--- config.mk ---
export PLATFORM = sky130hd
export DESIGN_NAME = debounced_led_chaser_core
export DESIGN_NICKNAME = d
export VERILOG_FILES = /design/src/hw/rtl/dlc_pkg.sv /design/src/hw/rtl/dlc_debounce.sv /design/src/hw/rtl/dlc_chaser.sv /design/src/hw/rtl/debounced_led_chaser_core.sv
export SDC_FILE = /design/constraint.sdc
export NUM_CORES = 1
export LEC_CHECK = 0
export ABC_AREA = 1
export BUFFER_PORTS_ARGS = -buffer_cell sky130_fd_sc_hd__buf_4
export CAP_MARGIN = 0
export CORE_MARGIN = 2
export CORE_UTILIZATION = 59
export CTS_CLUSTER_DIAMETER = 50
export CTS_CLUSTER_SIZE = 24
export DETAILED_ROUTE_END_ITERATION = 16
export PLACE_DENSITY = 0.85
export SLEW_MARGIN = 40
export SYNTH_ARGS = -nofsm -noshare
export SYNTH_HDL_FRONTEND = slang
export SYNTH_SLANG_ARGS = --single-unit
--- constraint.sdc ---
create_clock -name clk -period 3.17 [get_ports clk]
set_input_delay 0.1585 -clock clk [delete_from_list [all_inputs] [get_ports clk]]
set_output_delay 0.1585 -clock clk [all_outputs]
set_load 0.005 [all_outputs]
--- src/hw/rtl/dlc_pkg.sv ---
// ----------------------------------------------------------------------------
// dlc_pkg
// Types and constants shared by the debounced LED chaser modules.
// ----------------------------------------------------------------------------
package dlc_pkg;

	localparam int S_TDATA_W  = 8;
	localparam int M_TDATA_W  = 16;
	localparam int CFG_IDX_W  = 1;
	localparam int CFG_DATA_W = 10;

	localparam logic [CFG_IDX_W-1:0] REG_STEP_PERIOD  = 1'b0;
	localparam logic [CFG_IDX_W-1:0] REG_BOUNCE_DELAY = 1'b1;

	localparam logic [9:0] STEP_PERIOD_RST  = 10'd100;
	localparam logic [7:0] BOUNCE_DELAY_RST = 8'd2;
	localparam logic [9:0] PERIOD_COUNT_RST = 10'd2;

	typedef enum logic [2:0] {
		PH_OPEN   = 3'b001,
		PH_CLOSED = 3'b010,
		PH_BOUNCE = 3'b100
	} db_phase_t;

	// One result transfer, packed so that led_pattern sits in the lowest bits.
	typedef struct packed {
		logic       inverted;
		logic       reverse_dir;
		logic [2:0] led_position;
		logic [4:0] led_pattern;
	} chase_res_t;

endpackage

--- src/hw/rtl/dlc_debounce.sv ---
// ----------------------------------------------------------------------------
// dlc_debounce
// Three-phase debouncer for button one; flags a press on open to closed.
// ----------------------------------------------------------------------------
module dlc_debounce (
	input  logic       clk,
	input  logic       arst_n,
	input  logic       en,
	input  logic       level,
	input  logic [7:0] bounce_delay,
	output logic       press
);
	import dlc_pkg::*;

	db_phase_t  phase_q, phase_d;
	logic [7:0] count_q, count_d, count_dec;

	always_comb begin
		count_dec = (count_q != 8'd0) ? count_q - 8'd1 : 8'd0;
		phase_d   = phase_q;
		count_d   = count_dec;
		press     = 1'b0;
		unique case (phase_q)
			PH_CLOSED: begin
				if (!level) begin
					phase_d = PH_BOUNCE;
					count_d = bounce_delay;
				end
			end
			PH_BOUNCE: begin
				if (level) begin
					phase_d = PH_CLOSED;
				end else if (count_dec == 8'd0) begin
					phase_d = PH_OPEN;
				end
			end
			default: begin
				// Open, and any code that is not a legal phase.
				if (level) begin
					phase_d = PH_CLOSED;
					press   = 1'b1;
				end
			end
		endcase
	end

	always_ff @(posedge clk or negedge arst_n) begin
		if (!arst_n) begin
			phase_q <= PH_OPEN;
			count_q <= 8'd0;
		end else if (en) begin
			phase_q <= phase_d;
			count_q <= count_d;
		end
	end

endmodule

--- src/hw/rtl/dlc_chaser.sv ---
// ----------------------------------------------------------------------------
// dlc_chaser
// Pending-event flags, mode bits and the stepping LED position and pattern.
// ----------------------------------------------------------------------------
module dlc_chaser #(
	parameter int NUM_LEDS = 5
) (
	input  logic               clk,
	input  logic               arst_n,
	input  logic               en,
	input  logic               press,
	input  logic               b5_event,
	input  logic [9:0]         step_period,
	output dlc_pkg::chase_res_t res
);
	import dlc_pkg::*;

	localparam int POS_W = $clog2(NUM_LEDS);
	localparam logic [POS_W-1:0] LAST_POS = POS_W'(NUM_LEDS - 1);

	logic                b1_pend_q, b1_pend_d, b5_pend_q, b5_pend_d;
	logic                b1p, b5p;
	logic                rev_q, rev_d, inv_q, inv_d;
	logic [9:0]          period_q, period_d, period_dec;
	logic [POS_W-1:0]    pos_q, pos_d, pos_next;
	logic                pos_valid_q, pos_valid_d;
	logic [NUM_LEDS-1:0] pattern_q, pattern_d, mark;
	logic [31:0]         pat_ext;
	logic [7:0]          pos_ext;

	always_comb begin
		if (rev_q) begin
			pos_next = (!pos_valid_q || pos_q == '0) ? LAST_POS : pos_q - POS_W'(1);
		end else begin
			pos_next = (!pos_valid_q || pos_q == LAST_POS) ? '0 : pos_q + POS_W'(1);
		end
		mark = NUM_LEDS'(1) << pos_next;
	end

	always_comb begin
		b5p         = b5_pend_q | b5_event;
		b1p         = b1_pend_q | press;
		period_dec  = (period_q != 10'd0) ? period_q - 10'd1 : 10'd0;
		b5_pend_d   = b5p;
		b1_pend_d   = b1p;
		rev_d       = rev_q;
		inv_d       = inv_q;
		period_d    = period_dec;
		pos_d       = pos_q;
		pos_valid_d = pos_valid_q;
		pattern_d   = pattern_q;
		// Only one action per tick: invert, then reverse, then advance.
		if (b5p) begin
			inv_d     = ~inv_q;
			b5_pend_d = 1'b0;
		end else if (b1p) begin
			rev_d     = ~rev_q;
			b1_pend_d = 1'b0;
		end else if (period_dec == 10'd0) begin
			pos_d       = pos_next;
			pos_valid_d = 1'b1;
			pattern_d   = inv_q ? ~mark : mark;
			period_d    = step_period;
		end
	end

	always_comb begin
		pat_ext          = 32'(pattern_d);
		pos_ext          = 8'(pos_d);
		res.led_pattern  = pat_ext[4:0];
		res.led_position = pos_ext[2:0];
		res.reverse_dir  = rev_d;
		res.inverted     = inv_d;
	end

	always_ff @(posedge clk or negedge arst_n) begin
		if (!arst_n) begin
			b1_pend_q   <= 1'b0;
			b5_pend_q   <= 1'b0;
			rev_q       <= 1'b0;
			inv_q       <= 1'b0;
			period_q    <= PERIOD_COUNT_RST;
			pos_q       <= '0;
			pos_valid_q <= 1'b0;
			pattern_q   <= '0;
		end else if (en) begin
			b1_pend_q   <= b1_pend_d;
			b5_pend_q   <= b5_pend_d;
			rev_q       <= rev_d;
			inv_q       <= inv_d;
			period_q    <= period_d;
			pos_q       <= pos_d;
			pos_valid_q <= pos_valid_d;
			pattern_q   <= pattern_d;
		end
	end

endmodule

--- src/hw/rtl/debounced_led_chaser_core.sv ---
// ----------------------------------------------------------------------------
// debounced_led_chaser_core
// LED chaser steered by a debounced button and a pulsed button, per tick.
// ----------------------------------------------------------------------------
// Usage: send one transfer on the s_ channel per 10 ms tick, carrying the raw
// level of button one and the button-five pulse. Every tick transfer yields
// exactly one result transfer on the m_ channel with the LED pattern, the
// marked position and the direction and inversion flags.
// The user is to write the two registers (step period, bounce delay) on the cfg
// port only while no tick is in flight; the core does not enforce this. A write
// takes effect at the next clock edge. A tick is captured in the input register;
// then the debouncer and chaser update their state and load the result register,
// whose m_tvalid rises in the same edge. Throughput is one tick per cycle while
// the receiver does not stall, set by the single pass of logic between the input
// register and the result register. When the receiver stalls, the result
// register holds its data and the input register takes one more tick if it
// is empty; s_tready then drops until the result moves.
// Reset clears the pending events, the debouncer, the mode bits and both
// channel valids, sets the period counter to two and the registers to their
// defaults (step period 100, bounce delay 2).
// ----------------------------------------------------------------------------
module debounced_led_chaser_core #(
	parameter int NUM_LEDS = 5
) (
	input  logic                             clk,
	input  logic                             arst_n,
	input  logic                             s_tvalid,
	output logic                             s_tready,
	// [0] b1_level, [1] b5_event, [7:2] zero
	input  logic [dlc_pkg::S_TDATA_W-1:0]    s_tdata,
	output logic                             m_tvalid,
	input  logic                             m_tready,
	// [4:0] led_pattern, [7:5] led_position, [8] reverse_dir, [9] inverted,
	// [15:10] zero
	output logic [dlc_pkg::M_TDATA_W-1:0]    m_tdata,
	input  logic                             cfg_we,
	input  logic [dlc_pkg::CFG_IDX_W-1:0]    cfg_index,
	input  logic [dlc_pkg::CFG_DATA_W-1:0]   cfg_data
);
	import dlc_pkg::*;

	logic       step_en;
	logic       in_valid_s1, b1_s1, b5_s1;
	logic       out_valid_s2;
	chase_res_t result_s2, res;
	logic       press;
	logic [9:0] step_period_q;
	logic [7:0] bounce_delay_q;

	assign step_en  = in_valid_s1 && (!out_valid_s2 || m_tready);
	assign s_tready = !in_valid_s1 || step_en;
	assign m_tvalid = out_valid_s2;
	assign m_tdata  = {6'b0, result_s2};

	always_ff @(posedge clk or negedge arst_n) begin
		if (!arst_n) begin
			step_period_q  <= STEP_PERIOD_RST;
			bounce_delay_q <= BOUNCE_DELAY_RST;
		end else if (cfg_we) begin
			unique case (cfg_index)
				REG_STEP_PERIOD:  step_period_q  <= cfg_data;
				REG_BOUNCE_DELAY: bounce_delay_q <= cfg_data[7:0];
			endcase
		end
	end

	always_ff @(posedge clk or negedge arst_n) begin
		if (!arst_n) begin
			in_valid_s1 <= 1'b0;
		end else if (s_tready) begin
			in_valid_s1 <= s_tvalid;
		end
	end

	always_ff @(posedge clk) begin
		if (s_tready && s_tvalid) begin
			b1_s1 <= s_tdata[0];
			b5_s1 <= s_tdata[1];
		end
	end

	always_ff @(posedge clk or negedge arst_n) begin
		if (!arst_n) begin
			out_valid_s2 <= 1'b0;
		end else if (step_en) begin
			out_valid_s2 <= 1'b1;
		end else if (m_tready) begin
			out_valid_s2 <= 1'b0;
		end
	end

	always_ff @(posedge clk) begin
		if (step_en) begin
			result_s2 <= res;
		end
	end

	dlc_debounce u_debounce (
		.clk          (clk),
		.arst_n       (arst_n),
		.en           (step_en),
		.level        (b1_s1),
		.bounce_delay (bounce_delay_q),
		.press        (press)
	);

	dlc_chaser #(
		.NUM_LEDS (NUM_LEDS)
	) u_chaser (
		.clk         (clk),
		.arst_n      (arst_n),
		.en          (step_en),
		.press       (press),
		.b5_event    (b5_s1),
		.step_period (step_period_q),
		.res         (res)
	);

endmodule

==> impl_results.rst <==
.. list-table::
   :header-rows: 1

   * - Metric
     - Value
   * - Nature of the critical path startpoint
     - register
   * - Final Cycle Share
     - 0.871
   * - Smallest setup slack after layout
     - 410 ps
   * - Clk root buf
     - sky130_fd_sc_hd__clkbuf_8
   * - Core Footprint
     - 5990 µm²
   * - First-pass iteration count of the detailed router
     - 4
   * - Overall overflow remaining after global route
     - 0
   * - Standard-cell rows
     - 28
   * - Worst Path Max Fanout
     - 24
   * - Setup TNS
     - 0 ps
   * - Worst path arrival time
     - 2850 ps
   * - Clock tree from TritonCTS
     - yes
   * - Number of remaining DRC errors
     - 0
   * - Largest incremental delay on the critical path
     - 380 ps
   * - Biggest area contributors in the synthesized netlist
     - sky130_fd_sc_hd__dfrtp_1 32%, sky130_fd_sc_hd__nand2_1 13%, sky130_fd_sc_hd__edfxtp_1 9.8%, sky130_fd_sc_hd__inv_1 7.0%, sky130_fd_sc_hd__o21ai_0 6.0%
   * - PostCTS Resize Cnt
     - 0
   * - # nets final
     - 534
   * - Worst-Margin Slew
     - 662 ps
   * - CP max-delay cell
     - sky130_fd_sc_hd__dfrtp_1
   * - Sum of buffers and inverters on the critical path
     - 1
   * - Fin Clk Skew
     - 8.95 ps
   * - #FFs+latches synth
     - 65
   * - Number of CTS-inserted buffers
     - 9
   * - Register area share after synthesis
     - 0.460
   * - Number of global-route vias before repair
     - 3009
   * - Worst r2r src
     - u_chaser.period_q[0]
   * - Total number of vias
     - 3156
   * - Post-DRT Antenna Nets
     - 0
   * - Static Leakage
     - 2.09 nW
   * - Depth of the worst register-to-register path
     - 11
   * - Peak VDD IR
     - 0.486 mV
   * - Area share of the leading cell type in the synthesized netlist
     - 0.319
   * - Number of antenna diodes
     - 0
   * - Main synth FF type
     - sky130_fd_sc_hd__dfrtp_1
   * - Mean Syn Cell Area
     - 7.77 µm²
   * - Async set-reset flop share out of synthesis
     - 0.815
   * - Largest area contributor in the synthesized netlist
     - sky130_fd_sc_hd__dfrtp_1
   * - Pwr Density
     - 804 nW/µm²
   * - Number of cells traversed by the worst hold path
     - 3
   * - Vias per cell
     - 5.40
   * - Wire length of the first global-routing pass
     - 13.3 mm
   * - Final setup violation count
     - 0
   * - Slack of the worst reg-to-reg path
     - 410 ps
   * - Netlist area before placement
     - 3680 µm²
   * - Max clock buf depth
     - 2
   * - Initial Util
     - 0.615
   * - Final Hold Viols
     - 0
   * - Number of buffers added on ports
     - 29
   * - Minimum hold slack
     - 57.7 ps
   * - Total die area
     - 6890 µm²
   * - X dimension of the die
     - 83 µm
   * - Worst slack, placed
     - 430 ps
   * - Number of library cell types mapped by synthesis
     - 35
   * - Category of the most critical setup path
     - reg2reg
   * - Signed area change from the synthesized netlist to the final layout
     - 12.5%
   * - Min-delay src
     - s_tvalid
   * - Top delay family on crit path
     - simple AND/OR/NAND/NOR gates
   * - Mapped Cells
     - 474
   * - Antenna violations before repair
     - 0
   * - Wire length per cell
     - 13.3 µm
   * - Time the final worst path needs with I/O delays and setup
     - 2760 ps
   * - Most used cell along the critical path
     - sky130_fd_sc_hd__nand2_1
   * - Hold Path End
     - in_valid_s1
   * - Setup repair after global routing missed its margin
     - false
   * - Count of filler cells inserted in the layout
     - 467
   * - Total of warnings raised by yosys
     - 0
   * - Vertical die dimension
     - 83 µm
   * - Max-slew violation count
     - 0
   * - Max Freq
     - 0.362 GHz
   * - Data required, critical path
     - 3260 ps
   * - Total GRT Usage
     - 0.234
   * - Number of enable flip-flop cells after synthesis
     - 12
   * - Sort of element at the end of the critical path
     - register
   * - Number of H-tree levels
     - 3
   * - Post-route cell area
     - 4140 µm²
   * - Post-CTS clock slew at the launch and capture registers of the worst setup and hold paths
     - 70 ps
   * - Result of the run
     - finished clean
   * - Half-perimeter wire length after placement
     - 5.58 mm
   * - Number of violations of the max-capacitance limit
     - 0
   * - Clk sink count
     - 65
   * - Iteration-0 DRC Markers
     - 205
   * - Last weighted congestion value of the routability-driven placer
     - 0.884
   * - Headroom to the max-slew limit
     - 0.559
   * - Pin count of the biggest net entering global routing
     - 54
   * - Fraction of final layout cells sized beyond drive strength 1
     - 0.145
   * - Total Wirelength
     - 7.76 mm
   * - Type of the tightest min-delay check
     - in2reg
   * - Post-Layout Cell Count
     - 584
   * - Cell count after placement
     - 565
   * - Cells along the critical path
     - inv_1 -> ha_1 -> nand2_1 -> nor2_2 -> nand3_2 -> nand3_1 -> nand2_1 -> nor2_8 -> nand3_4 -> nor2_1 -> a21oi_2
   * - Clock insertion delay at the later pin of the skew report
     - 340 ps
   * - I/O pin count
     - 42
   * - End of the worst register-to-register path
     - m_tdata[1]
   * - Placed Area
     - 3910 µm²
what timing repair did:
action | CTS | global route
hold endpoints to repair | 49 | 0
setup endpoints to repair | 0 | 0
setup buffers | 0 | 0
hold buffers | 3 | 0
final cells by class:
| type | instances | area (µm²) | area share |
|---|---|---|---|
| flip-flops and latches | 65 | 1690 | 0.409 |
| multi-input cells | 322 | 1620 | 0.391 |
| repair buffers | 35 | 270 | 0.0653 |
| inverters | 71 | 267 | 0.0644 |
| clock buffers | 11 | 163 | 0.0393 |
| well taps | 75 | 93.8 | 0.0227 |
| clock inverters | 5 | 36.3 | 0.00876 |
placed cells by master, fill, tap and decap left out, types with 10 or more instances in the layout:
| cell type | Yosys | layout |
|---|---|---|
| sky130_fd_sc_hd__a21oi_1 | 12 | 12 |
| sky130_fd_sc_hd__buf_4 | 7 | 32 |
| sky130_fd_sc_hd__clkbuf_8 | 0 | 10 |
| sky130_fd_sc_hd__dfrtp_1 | 47 | 47 |
| sky130_fd_sc_hd__edfxtp_1 | 12 | 12 |
| sky130_fd_sc_hd__inv_1 | 69 | 69 |
| sky130_fd_sc_hd__nand2_1 | 128 | 128 |
| sky130_fd_sc_hd__nand3_1 | 37 | 37 |
| sky130_fd_sc_hd__nand4_1 | 15 | 15 |
| sky130_fd_sc_hd__nor2_1 | 28 | 28 |
| sky130_fd_sc_hd__o21ai_0 | 44 | 44 |
| sky130_fd_sc_hd__o21ai_1 | 10 | 10 |
Yosys cell counts (2+ instances only):
cell type	instances
sky130_fd_sc_hd__inv_2	2
sky130_fd_sc_hd__inv_1	69
sky130_fd_sc_hd__buf_2	2
sky130_fd_sc_hd__nand3_1	37
sky130_fd_sc_hd__dfstp_2	6
sky130_fd_sc_hd__o21ai_2	2
sky130_fd_sc_hd__nor2_1	28
sky130_fd_sc_hd__a21oi_2	5
sky130_fd_sc_hd__o211ai_1	3
sky130_fd_sc_hd__clkbuf_1	10
sky130_fd_sc_hd__edfxtp_1	12
sky130_fd_sc_hd__xor2_1	6
sky130_fd_sc_hd__nand4_1	15
sky130_fd_sc_hd__nand2_1	128
sky130_fd_sc_hd__ha_1	6
sky130_fd_sc_hd__buf_6	2
sky130_fd_sc_hd__a21oi_1	12
sky130_fd_sc_hd__dfrtp_1	47
sky130_fd_sc_hd__nor2_8	2
sky130_fd_sc_hd__nand3b_1	2
sky130_fd_sc_hd__nor2_2	4
sky130_fd_sc_hd__nand3_2	3
sky130_fd_sc_hd__o21ai_1	10
sky130_fd_sc_hd__o21ai_0	44
sky130_fd_sc_hd__buf_4	7
stage by stage:
| stage | power (W) | util |
|---|---|---|
| after CTS | 0.00332 | 0.691 |
| final | 0.00333 | 0.691 |
| after global placement | 0.00255 | 0.653 |
| after detailed placement | 0.00262 | 0.653 |
| after floorplan | 0.00229 | - |
| after global routing | 0.00359 | 0.691 |
routing by layer:
metal / GRT usage / wire length [µm] / vias up
li1: - / - / 1578
met1: 0.312 / 3500 / 1474
met2: 0.386 / 3690 / 86
met3: 0.0358 / 397 / 18
met4: 0.0924 / 168 / 0
met5: 0 / 0 / -
kinds of logic after synthesis:
| group | after synthesis | synth area share |
|---|---|---|
| flip-flops | 65 | 0.460 |
| AO/OA/AOI/OAI | 80 | 0.120 |
| other | 1 | 0.00102 |
| AND/OR/NAND/NOR | 223 | 0.276 |
| buffers and inverters | 92 | 0.106 |
| XOR/XNOR | 7 | 0.0167 |
| adder cells (fa/ha/maj) | 6 | 0.0204 |
how the worst max path moves through the flow:
stage                         start          to  slack (ps)  depth (start not counted)
2_1_floorplan  u_chaser.period_q[0]  m_tdata[6]         950                         13
3_3_place_gp   u_chaser.period_q[0]  m_tdata[1]         510                         11
3_5_place_dp   u_chaser.period_q[0]  m_tdata[1]         430                         11
4_1_cts        u_chaser.period_q[0]  m_tdata[1]         430                         11
5_1_grt        u_chaser.period_q[0]  m_tdata[1]         140                          9
6_report       u_chaser.period_q[0]  m_tdata[1]         410                         11
worst reg2reg max path: cells and delay by family, from the launching register on:
| kind | cells | cell delay, ps |
|---|---|---|
| flops | 1 | 380 |
| compound gates | 1 | 50 |
| simple gates | 8 | 1590 |
| buf+inv | 1 | 180 |
| fa+ha+maj | 1 | 300 |
power by group:
group | switching, W | internal (W) | total (W) | leakage [nW]
Clock | 0.000340 | 0.000354 | 0.000694 | 0.0931
Sequential | 0.000158 | 0.00107 | 0.00123 | 0.763
Combinational | 0.000937 | 0.000472 | 0.00141 | 1.24
Total | 0.00143 | 0.00189 | 0.00333 | 2.09
flip-flops by register name, summed over array words and instances (netlist names):
| name | count |
|---|---|
| b1_s1 | 1 |
| b5_s1 | 1 |
| bounce_delay_q | 8 |
| in_valid_s1 | 1 |
| m_tdata | 10 |
| m_tvalid | 1 |
| step_period_q | 10 |
| u_chaser.b1_pend_q | 1 |
| u_chaser.inv_q | 1 |
| u_chaser.pattern_q | 5 |
| u_chaser.period_q | 10 |
| u_chaser.pos_q | 3 |
| u_chaser.pos_valid_q | 1 |
| u_chaser.rev_q | 1 |
| u_debounce.count_q | 8 |
| u_debounce.phase_q | 3 |
Power figures use the tool's default switching activity.
